## src/hw/rtl/trd_pkg.sv

```systemverilog
// ----------------------------------------------------------------------------
// trd_pkg
// Shared types and constants of the TGA RLE pixel decoder.
// ----------------------------------------------------------------------------
package trd_pkg;

	// Configuration port
	localparam int CFG_IDX_W  = 2;
	localparam int CFG_DATA_W = 16;

	localparam logic [CFG_IDX_W-1:0] CFG_IDX_BPP    = 2'd0;
	localparam logic [CFG_IDX_W-1:0] CFG_IDX_WIDTH  = 2'd1;
	localparam logic [CFG_IDX_W-1:0] CFG_IDX_HEIGHT = 2'd2;

	// Reset values of the configuration registers
	localparam logic [2:0]  BPP_RESET    = 3'd4;
	localparam logic [15:0] WIDTH_RESET  = 16'd1;
	localparam logic [15:0] HEIGHT_RESET = 16'd1;

	// Packet header decoding
	localparam int          HDR_RUN_BIT = 7;
	localparam logic [6:0]  HDR_COUNT_MASK = 7'h7F;

	// Gathered pixel bytes held ahead of the final byte
	localparam int GATHER_BYTES = 3;
	localparam int GATHER_W     = 8 * GATHER_BYTES;
	localparam int VALUE_BYTES  = 4;

	typedef enum logic {
		PH_HEADER,
		PH_PIXEL
	} trd_phase_t;

	// Configuration seen by the parser
	typedef struct packed {
		logic [31:0] image_size;
		logic        restart;
	} trd_cfg_t;

	// One decoded pixel travelling from parser to output stage
	typedef struct packed {
		logic [GATHER_W-1:0] gather;
		logic [7:0]          last_byte;
		logic [1:0]          lane;
		logic                lane_ok;
		logic [7:0]          repeat_count;
		logic                image_done;
	} trd_entry_t;

endpackage

```

## src/hw/rtl/trd_cfg.sv

```systemverilog
// ----------------------------------------------------------------------------
// trd_cfg
// Configuration registers, clamped pixel size and image size product.
// ----------------------------------------------------------------------------
module trd_cfg import trd_pkg::*; #(
	parameter int MAX_PIXEL_BYTES = 4,
	parameter int PSZ_W = $clog2(MAX_PIXEL_BYTES + 1)
) (
	input  logic                  clk,
	input  logic                  arst_n,
	input  logic                  cfg_wr,
	input  logic [CFG_IDX_W-1:0]  cfg_index,
	input  logic [CFG_DATA_W-1:0] cfg_data,
	output logic [PSZ_W-1:0]      psize,
	output trd_cfg_t              cfg
);

	logic [2:0]  bpp_q;
	logic [15:0] width_q;
	logic [15:0] height_q;
	logic [31:0] size_q;
	logic        restart_q;

	logic        idx_ok;
	logic [15:0] width_d;
	logic [15:0] height_d;
	logic [15:0] w_eff;
	logic [15:0] h_eff;
	logic [31:0] bpp_ext;

	always_comb begin
		idx_ok   = 1'b0;
		width_d  = width_q;
		height_d = height_q;
		unique case (cfg_index)
			CFG_IDX_BPP:    idx_ok = 1'b1;
			CFG_IDX_WIDTH: begin
				idx_ok  = 1'b1;
				width_d = cfg_data;
			end
			CFG_IDX_HEIGHT: begin
				idx_ok   = 1'b1;
				height_d = cfg_data;
			end
			default:        idx_ok = 1'b0;
		endcase
		// treat a zero dimension as one
		w_eff = (width_d == 16'd0) ? 16'd1 : width_d;
		h_eff = (height_d == 16'd0) ? 16'd1 : height_d;
	end

	always_ff @(posedge clk or negedge arst_n) begin
		if (!arst_n) begin
			bpp_q     <= BPP_RESET;
			width_q   <= WIDTH_RESET;
			height_q  <= HEIGHT_RESET;
			size_q    <= 32'd1;
			restart_q <= 1'b0;
		end else begin
			restart_q <= cfg_wr && idx_ok;
			if (cfg_wr && idx_ok) begin
				if (cfg_index == CFG_IDX_BPP)
					bpp_q <= cfg_data[2:0];
				width_q  <= width_d;
				height_q <= height_d;
				size_q   <= w_eff * h_eff;
			end
		end
	end

	// clamp the pixel size into 1..MAX_PIXEL_BYTES
	always_comb begin
		bpp_ext = 32'(bpp_q);
		if (bpp_ext == 32'd0)
			psize = PSZ_W'(1);
		else if (bpp_ext > 32'(MAX_PIXEL_BYTES))
			psize = PSZ_W'(MAX_PIXEL_BYTES);
		else
			psize = PSZ_W'(bpp_ext);
	end

	assign cfg.image_size = size_q;
	assign cfg.restart    = restart_q;

endmodule

```

## src/hw/rtl/trd_front.sv

```systemverilog
// ----------------------------------------------------------------------------
// trd_front
// Byte parser: packet headers, pixel gathering, image pixel accounting.
// ----------------------------------------------------------------------------
module trd_front import trd_pkg::*; #(
	parameter int MAX_PIXEL_BYTES = 4,
	parameter int PSZ_W = $clog2(MAX_PIXEL_BYTES + 1),
	parameter int BIP_W = (MAX_PIXEL_BYTES > 1) ? $clog2(MAX_PIXEL_BYTES) : 1
) (
	input  logic             clk,
	input  logic             arst_n,
	input  logic             in_valid,
	output logic             in_ready,
	input  logic [7:0]       in_byte,
	input  logic [PSZ_W-1:0] psize,
	input  trd_cfg_t         cfg,
	input  logic             q_full,
	output logic             push,
	output trd_entry_t       entry
);

	trd_phase_t          phase_q, phase_d;
	logic [BIP_W-1:0]    bip_q, bip_d;
	logic [GATHER_W-1:0] gather_q, gather_d;
	logic [7:0]          pkt_q, pkt_d;
	logic                run_q, run_d;
	logic [31:0]         left_q, left_d;

	logic        accept;
	logic        last_byte;
	logic [7:0]  rep_raw;
	logic [7:0]  rep_clamp;
	logic        covers;
	logic [31:0] left_after;
	logic [7:0]  pkt_after;

	assign in_ready = !q_full && !cfg.restart;
	assign accept   = in_valid && in_ready;

	always_comb begin
		last_byte  = (32'(bip_q) + 32'd1) >= 32'(psize);
		rep_raw    = run_q ? pkt_q : 8'd1;
		covers     = {24'd0, rep_raw} >= left_q;
		rep_clamp  = covers ? left_q[7:0] : rep_raw;
		left_after = left_q - {24'd0, rep_clamp};
		pkt_after  = run_q ? 8'd0 : (pkt_q - 8'd1);
	end

	// next state
	always_comb begin
		phase_d  = phase_q;
		bip_d    = bip_q;
		gather_d = gather_q;
		pkt_d    = pkt_q;
		run_d    = run_q;
		left_d   = left_q;
		if (cfg.restart) begin
			phase_d  = PH_HEADER;
			bip_d    = '0;
			gather_d = '0;
			pkt_d    = 8'd0;
			run_d    = 1'b0;
			left_d   = cfg.image_size;
		end else if (accept) begin
			unique case (phase_q)
				PH_HEADER: begin
					pkt_d    = {1'b0, in_byte[6:0] & HDR_COUNT_MASK} + 8'd1;
					run_d    = in_byte[HDR_RUN_BIT];
					bip_d    = '0;
					gather_d = '0;
					phase_d  = PH_PIXEL;
				end
				PH_PIXEL: begin
					if (!last_byte) begin
						for (int k = 0; k < GATHER_BYTES; k++) begin
							if (32'(bip_q) == k)
								gather_d[8*k +: 8] = in_byte;
						end
						bip_d = bip_q + BIP_W'(1);
					end else begin
						bip_d    = '0;
						gather_d = '0;
						if (covers) begin
							// image complete: drop the rest of the packet
							phase_d = PH_HEADER;
							pkt_d   = 8'd0;
							run_d   = 1'b0;
							left_d  = cfg.image_size;
						end else begin
							pkt_d  = pkt_after;
							left_d = left_after;
							if (pkt_after == 8'd0)
								phase_d = PH_HEADER;
						end
					end
				end
				default: phase_d = PH_HEADER;
			endcase
		end
	end

	// outputs
	always_comb begin
		push               = accept && (phase_q == PH_PIXEL) && last_byte;
		entry.gather       = gather_q;
		entry.last_byte    = in_byte;
		entry.lane         = 2'(bip_q);
		entry.lane_ok      = 32'(bip_q) < 32'(VALUE_BYTES);
		entry.repeat_count = rep_clamp;
		entry.image_done   = covers;
	end

	always_ff @(posedge clk or negedge arst_n) begin
		if (!arst_n) begin
			phase_q  <= PH_HEADER;
			bip_q    <= '0;
			gather_q <= '0;
			pkt_q    <= 8'd0;
			run_q    <= 1'b0;
			left_q   <= 32'd1;
		end else begin
			phase_q  <= phase_d;
			bip_q    <= bip_d;
			gather_q <= gather_d;
			pkt_q    <= pkt_d;
			run_q    <= run_d;
			left_q   <= left_d;
		end
	end

endmodule

```

## src/hw/rtl/trd_queue.sv

```systemverilog
// ----------------------------------------------------------------------------
// trd_queue
// Two-entry queue between parser and output stage.
// ----------------------------------------------------------------------------
module trd_queue import trd_pkg::*; (
	input  logic       clk,
	input  logic       arst_n,
	input  logic       push,
	input  trd_entry_t push_entry,
	output logic       full,
	output logic       q_valid,
	input  logic       pop_ready,
	output trd_entry_t head
);

	trd_entry_t mem_q [2];
	logic       wr_ptr_q;
	logic       rd_ptr_q;
	logic [1:0] count_q;
	logic       do_push;
	logic       do_pop;

	assign full    = count_q == 2'd2;
	assign q_valid = count_q != 2'd0;
	assign do_push = push && !full;
	assign do_pop  = q_valid && pop_ready;
	assign head    = mem_q[rd_ptr_q];

	always_ff @(posedge clk) begin
		if (do_push)
			mem_q[wr_ptr_q] <= push_entry;
	end

	always_ff @(posedge clk or negedge arst_n) begin
		if (!arst_n) begin
			wr_ptr_q <= 1'b0;
			rd_ptr_q <= 1'b0;
			count_q  <= 2'd0;
		end else begin
			if (do_push)
				wr_ptr_q <= !wr_ptr_q;
			if (do_pop)
				rd_ptr_q <= !rd_ptr_q;
			case ({do_push, do_pop})
				2'b10:   count_q <= count_q + 2'd1;
				2'b01:   count_q <= count_q - 2'd1;
				default: count_q <= count_q;
			endcase
		end
	end

endmodule

```

## src/hw/rtl/trd_back.sv

```systemverilog
// ----------------------------------------------------------------------------
// trd_back
// Output stage: assemble the pixel word and hold the result for the receiver.
// ----------------------------------------------------------------------------
module trd_back import trd_pkg::*; (
	input  logic       clk,
	input  logic       arst_n,
	input  logic       q_valid,
	output logic       q_ready,
	input  trd_entry_t head,
	output logic       out_valid,
	input  logic       out_ready,
	output logic [31:0] pixel_value,
	output logic [7:0]  repeat_count,
	output logic        image_done
);

	logic        out_valid_q;
	logic [31:0] value_q;
	logic [7:0]  repeat_q;
	logic        done_q;
	logic [31:0] value_d;
	logic        load;

	assign q_ready = !out_valid_q || out_ready;
	assign load    = q_valid && q_ready;

	always_comb begin
		value_d = {8'd0, head.gather};
		if (head.lane_ok)
			value_d = value_d | (32'(head.last_byte) << (8 * head.lane));
	end

	always_ff @(posedge clk) begin
		if (load) begin
			value_q  <= value_d;
			repeat_q <= head.repeat_count;
			done_q   <= head.image_done;
		end
	end

	always_ff @(posedge clk or negedge arst_n) begin
		if (!arst_n)
			out_valid_q <= 1'b0;
		else if (q_ready)
			out_valid_q <= q_valid;
	end

	assign out_valid    = out_valid_q;
	assign pixel_value  = value_q;
	assign repeat_count = repeat_q;
	assign image_done   = done_q;

endmodule

```

## src/hw/rtl/tga_rle_pixel_decoder_top.sv

```systemverilog
// ----------------------------------------------------------------------------
// tga_rle_pixel_decoder_top
// Targa RLE stream decoder: one encoded byte in, one pixel request out.
// ----------------------------------------------------------------------------
// Usage:
//   Input channel (in_valid/in_ready/in_byte) takes the encoded stream, one
//   byte per request: a packet header, then the pixel bytes of the packet.
//   Output channel (out_valid/out_ready) returns one request per completed
//   pixel: pixel_value (first stream byte in bits 7:0), repeat_count (run
//   length, or 1 for a raw pixel, clamped to the pixels left in the image)
//   and image_done on the pixel that completes width*height pixels.
//   Configuration channel (cfg_valid/cfg_ready/cfg_index/cfg_data) writes
//   bytes_per_pixel (0), image_width (1) and image_height (2); a write to a
//   known register restarts decoding at a new image. Write only while idle.
//   Throughput: one byte per cycle while in_ready is high. The byte that
//   completes a pixel writes the queue, and the output register loads the
//   pixel from the queue, raising out_valid, when it is empty or its
//   request is being taken.
//   A stalled receiver fills the output register and then the two-entry
//   queue, after which in_ready drops. in_ready also drops for the one cycle
//   in which a configuration write reloads the parser.
//   Reset: 4 bytes per pixel, 1x1 image, header expected, no request held.
// ----------------------------------------------------------------------------
module tga_rle_pixel_decoder_top import trd_pkg::*; #(
	parameter int MAX_PIXEL_BYTES = 4
) (
	input  logic                  clk,
	input  logic                  arst_n,
	input  logic                  cfg_valid,
	output logic                  cfg_ready,
	input  logic [CFG_IDX_W-1:0]  cfg_index,
	input  logic [CFG_DATA_W-1:0] cfg_data,
	input  logic                  in_valid,
	output logic                  in_ready,
	input  logic [7:0]            in_byte,
	output logic                  out_valid,
	input  logic                  out_ready,
	output logic [31:0]           pixel_value,
	output logic [7:0]            repeat_count,
	output logic                  image_done
);

	localparam int PSZ_W = $clog2(MAX_PIXEL_BYTES + 1);

	logic [PSZ_W-1:0] psize;
	trd_cfg_t         cfg;
	logic             q_full;
	logic             push;
	trd_entry_t       push_entry;
	logic             q_valid;
	logic             q_ready;
	trd_entry_t       head;

	// configuration writes are always taken
	assign cfg_ready = 1'b1;

	trd_cfg #(
		.MAX_PIXEL_BYTES(MAX_PIXEL_BYTES),
		.PSZ_W(PSZ_W)
	) u_cfg (
		.clk      (clk),
		.arst_n   (arst_n),
		.cfg_wr   (cfg_valid && cfg_ready),
		.cfg_index(cfg_index),
		.cfg_data (cfg_data),
		.psize    (psize),
		.cfg      (cfg)
	);

	// front: classify each byte, gather pixels, count image pixels
	trd_front #(
		.MAX_PIXEL_BYTES(MAX_PIXEL_BYTES),
		.PSZ_W(PSZ_W)
	) u_front (
		.clk     (clk),
		.arst_n  (arst_n),
		.in_valid(in_valid),
		.in_ready(in_ready),
		.in_byte (in_byte),
		.psize   (psize),
		.cfg     (cfg),
		.q_full  (q_full),
		.push    (push),
		.entry   (push_entry)
	);

	// decouple the parser from receiver stalls
	trd_queue u_queue (
		.clk       (clk),
		.arst_n    (arst_n),
		.push      (push),
		.push_entry(push_entry),
		.full      (q_full),
		.q_valid   (q_valid),
		.pop_ready (q_ready),
		.head      (head)
	);

	// back: assemble the pixel word and hold it for the receiver
	trd_back u_back (
		.clk         (clk),
		.arst_n      (arst_n),
		.q_valid     (q_valid),
		.q_ready     (q_ready),
		.head        (head),
		.out_valid   (out_valid),
		.out_ready   (out_ready),
		.pixel_value (pixel_value),
		.repeat_count(repeat_count),
		.image_done  (image_done)
	);

endmodule
```

## config.mk

```make
export PLATFORM = sky130hd
export DESIGN_NAME = tga_rle_pixel_decoder_top
export DESIGN_NICKNAME = d
export VERILOG_FILES = /design/src/hw/rtl/trd_pkg.sv /design/src/hw/rtl/trd_cfg.sv /design/src/hw/rtl/trd_front.sv /design/src/hw/rtl/trd_queue.sv /design/src/hw/rtl/trd_back.sv /design/src/hw/rtl/tga_rle_pixel_decoder_top.sv
export SDC_FILE = /design/constraint.sdc
export NUM_CORES = 1
export LEC_CHECK = 0
export ABC_AREA = 0
export BUFFER_PORTS_ARGS = -buffer_cell sky130_fd_sc_hd__buf_2
export CAP_MARGIN = 15
export CELL_PAD_IN_SITES_DETAIL_PLACEMENT = 0
export CELL_PAD_IN_SITES_GLOBAL_PLACEMENT = 2
export CORE_MARGIN = 4
export CORE_UTILIZATION = 25
export DETAILED_ROUTE_END_ITERATION = 7
export HOLD_SLACK_MARGIN = 0.15
export PLACE_DENSITY = 0.64
export SYNTH_ARGS = -nofsm -noshare
export SYNTH_HDL_FRONTEND = slang
export SYNTH_SLANG_ARGS = --single-unit
```

## constraint.sdc

```tcl
create_clock -name clk -period 6.5 [get_ports clk]
set_input_delay 0.325 -clock clk [delete_from_list [all_inputs] [get_ports clk]]
set_output_delay 0.325 -clock clk [all_outputs]
set_load 0.05 [all_outputs]
```

==> results.py <==
metrics = {
    "pwr": {
        "p_clk_share_pct": 11.9,
        "intPower_mw": 8.14,
        "p_sw_mw": 6.77,
        "p_per_area_nw_per_um2": 583,
        "power_leakage_nw": 11.2,
        "combPwrFrac_pct": 70.8,
        "p_seq_share_pct": 17.2,
        "peakVddDrop_v": 0.000643,
        "switching_share_pct": 45.4,
    },
    "logic_synthesis": {
        "ys_seq_elements": 268,
        "synth_ff_type": "dfrtp_1",
        "synthCells": 2136,
        "synth_cell_types": 74,
        "syn-num-nets": 2492,
        "synth-async-reset-ratio_pct": 52.6,
        "yosys.area.top_type": "fa_1",
        "post-synth-top-area-fraction_pct": 18.7,
        "syn_area_um2": 20900,
        "seq_area_frac_synth_pct": 35.1,
        "synth_edf_count": 127,
        "synth_warnings": 0,
        "synth_area_leaders": "fa_1 (19%), edfxtp_1 (18%), dfrtp_1 (16%)",
        "synth_area_per_cell_um2": 9.79,
    },
    "layout": {
        "layout-drive-gt1-share_pct": 20.2,
        "postLayoutCoreUtil_pct": 31.0,
        "area_growth_pct": 22.2,
        "nNetsFinal": 2738,
        "n_antenna_cell": 0,
        "fin_area_um2": 25600,
    },
    "setup_path": {
        "reg2reg_from": "u_cfg.width_q[11]",
        "path_max_fanout": 4,
        "slowest_stage": "fa_1",
        "slowest_delay_ns": 0.54,
        "endpoint_kind": "register",
        "r2r_setup_slack_ns": 0.23,
        "critical_path_required_ns": 6.94,
        "r2r_end": "u_cfg.size_q[26]",
        "critical_path_class": "reg2reg",
        "critPathMostFrequentCell": "inv_2",
        "worstSetupStartpointType": "register",
        "reg2regPathDepth": 29,
        "arrival_ns": 6.71,
    },
    "floorplan": {
        "die_h_um": 297,
        "start_util_pct": 25.4,
        "rows": 105,
        "die_w_um": 297,
        "ios": 75,
        "coreArea_um2": 82500,
        "die_area_um2": 88400,
    },
    "grt": {
        "gr-total-overflow": 0,
        "grt_pass1_vias": 16600,
        "grt_use_total_pct": 13.9,
        "grt_pass1_wl_um": 97800,
        "antenna_found_initial": 2,
        "grt_max_degree": 71,
    },
    "routing": {
        "drt-pass1-iter-count": 5,
        "wl_per_cell_um": 18.1,
        "vias_per_cell": 4.62,
        "vias": 16100,
        "drt_iter0_drc": 946,
        "antenna_left": 0,
        "totalWireLength_um": 63100,
        "post-route-drc-count": 0,
    },
    "sta": {
        "finalCritPeriodShare_pct": 96.4,
        "slew_headroom_pct": 25.9,
        "setup_viol": 0,
        "setup_tns_ns": 0,
        "worstMarginPinSlew_ns": 1.11,
        "fin_crit_ns": 6.27,
        "slew_violations": 0,
        "grt_setup_unrepaired": "yes",
        "whs_ns": 0.206,
        "fin_skew_ns": 0.0152,
        "fmax_mhz": 160,
        "hold_violations": 0,
    },
    "worst_hold_path": {
        "hold_path.class": "in2reg",
        "worstHoldStart": "cfg_index[0]",
        "hold_depth": 4,
        "min_to": "u_cfg.bpp_q[2]",
    },
    "clock_tree": {
        "path_clk_slew_ns": 0.06,
        "htree_levels": 1,
        "cts_buffers": 30,
        "clkLatencyLatePin_ns": 0.60,
        "root_buffer": "clkbuf_16",
        "cts_tree": "built",
        "clockBufferDepth": 3,
        "clock-sinks": 268,
    },
    "place": {
        "io_buffers": 73,
        "dp_hpwl_um": 48500,
        "placed_area_um2": 24100,
        "place_congestion": 0.858,
    },
    "job": {
        "cap_violations": 0,
    },
    "run_status": {
        "outcome": "finished, final reports clean",
    },
}
==> kinds of logic after synthesis <==
logic type | after synthesis | synth area share (%)
xor+xnor | 44 | 1.84
simple gates | 684 | 14.8
fa+ha+maj | 325 | 26.4
mux | 85 | 4.32
compound gates | 384 | 11.2
flops | 268 | 35.1
other cells | 1 | 0.0179
buf+inv | 345 | 6.33
==> per-stage QoR <==
| stage | setup WS, ns | power [mW] | std cells |
|---|---|---|---|
| after global placement | -0.474 | 12.5 | 3407 |
| final | 0.234 | 14.9 | 3475 |
| after detailed placement | -0.442 | 12.6 | 3407 |
| after CTS | 0.0466 | 14.6 | 3474 |
| after floorplan | 0.000720 | 8.95 | 2136 |
| after global routing | -0.0283 | 16.4 | 3475 |
==> per-layer routing <==
layer,up-vias,wire length [um],GRT usage [%]
met4,0,1340,3.17
li1,7700,-,-
met3,66,2320,1.73
met2,302,30500,24.0
met5,-,0,0
met1,7996,28900,18.8
==> worst max-delay path by stage <==
stage                     slack, ns  cells past startpoint          endpoint         startpoint
after floorplan              0.0007                     27  u_cfg.size_q[31]       cfg_index[1]
after global placement        -0.47                     26  u_cfg.size_q[31]       cfg_index[0]
after detailed placement      -0.44                     26  u_cfg.size_q[31]       cfg_index[0]
after CTS                      0.05                     24  u_cfg.size_q[31]   u_cfg.width_q[4]
after global routing          -0.03                     29  u_cfg.size_q[26]  u_cfg.width_q[11]
final                          0.23                     29  u_cfg.size_q[26]  u_cfg.width_q[11]
==> flip-flops by register name (all words and copies together), names as in the netlist, 2 cells and up <==
register / flops
u_queue.count_q: 2
u_front.pkt_q: 8
u_front.left_q: 32
u_cfg.size_q: 32
u_cfg.height_q: 16
u_front.bip_q: 2
u_back.repeat_count: 8
u_front.gather_q: 24
u_queue.mem_q: 86
u_cfg.bpp_q: 3
u_cfg.width_q: 16
u_back.pixel_value: 32
==> cells in the final DEF, fill, tap and decap left out, drive strengths merged, types with 10 or more instances in the layout <==
master       synthesis  final
fa                 195    195
clkinv               0     10
nand2              279    279
mux2i               43     43
clkbuf              78     38
nor2b               14     14
ha                 130    130
a21o                14     14
dfrtp              136    136
nor4                26     26
and2                15     15
edfxtp             127    127
xnor2               22     22
dlygate4sd3          0     12
o21ai               94     94
nor2               188    188
nand2b              36     36
nand4               10     10
a211oi              32     32
mux2                42     42
nor3                27     27
xor2                22     22
inv                244    244
a21oi              152    152
and3                11     11
buf                 23    303
nand3               45     45
==> power groups by stage <==
stage                     Sequential [mW]  Combinational, mW  Clock, mW
after floorplan                      2.86               6.09          0
after global placement               2.60               9.93          0
after detailed placement             2.61               9.97          0
after CTS                            2.58               10.2       1.84
after global routing                 2.62               11.8       1.90
final                                2.57               10.6       1.78
==> critical path: cells and delay by family (launching register included) <==
| family | cells | cell delay (ns) |
|---|---|---|
| fa+ha+maj | 7 | 2.76 |
| xor+xnor | 1 | 0.14 |
| buf+inv | 9 | 0.81 |
| compound gates | 7 | 0.96 |
| simple gates | 5 | 1.06 |
| flops | 1 | 0.40 |
==> timing repair <==
item | in CTS | in global routing
endpoints found under the setup margin | 8 | 10
hold buffers | 12 | 0
hold endpoints to repair | 64 | 0
pin swaps | 3 | 35
gates resized for setup | 8 | 63
setup buffers | 0 | 2
==> cell type report <==
cell class              instances  area [um2]
clock inverters                17         216
fillers                      8636       56900
repair buffers                315        2260
multi-input cells            1523       12700
well taps                    1070        1340
inverters                     244         916
clock buffers                  38         811
flip-flops and latches        268        7350
==> synth_stat cells, types with 4 or more instances <==
| master | n |
|---|---|
| nand4_1 | 9 |
| o211ai_1 | 7 |
| nor2_1 | 188 |
| o311ai_0 | 4 |
| o41ai_1 | 4 |
| buf_2 | 6 |
| nor3_1 | 26 |
| o21ai_0 | 93 |
| o22ai_1 | 8 |
| o31ai_1 | 8 |
| a31oi_1 | 8 |
| nor3b_1 | 6 |
| buf_1 | 12 |
| or3_1 | 5 |
| o22a_1 | 6 |
| nand3b_1 | 6 |
| a21o_1 | 14 |
| edfxtp_1 | 127 |
| a221o_1 | 4 |
| dfrtp_1 | 136 |
| a21oi_1 | 152 |
| o21a_1 | 6 |
| ha_1 | 130 |
| and2_1 | 15 |
| mux2_2 | 42 |
| nand2_1 | 279 |
| xnor2_1 | 22 |
| dfstp_2 | 5 |
| nand3_1 | 45 |
| a211oi_1 | 31 |
| nand2b_1 | 36 |
| and3_1 | 11 |
| or4_1 | 4 |
| nor2b_1 | 14 |
| a22oi_1 | 6 |
| clkbuf_1 | 78 |
| inv_1 | 244 |
| xor2_1 | 22 |
| nor4_1 | 25 |
| mux2i_1 | 43 |
| fa_1 | 195 |
| buf_4 | 4 |
| a311o_1 | 6 |
(Power assumes the default switching activity.)
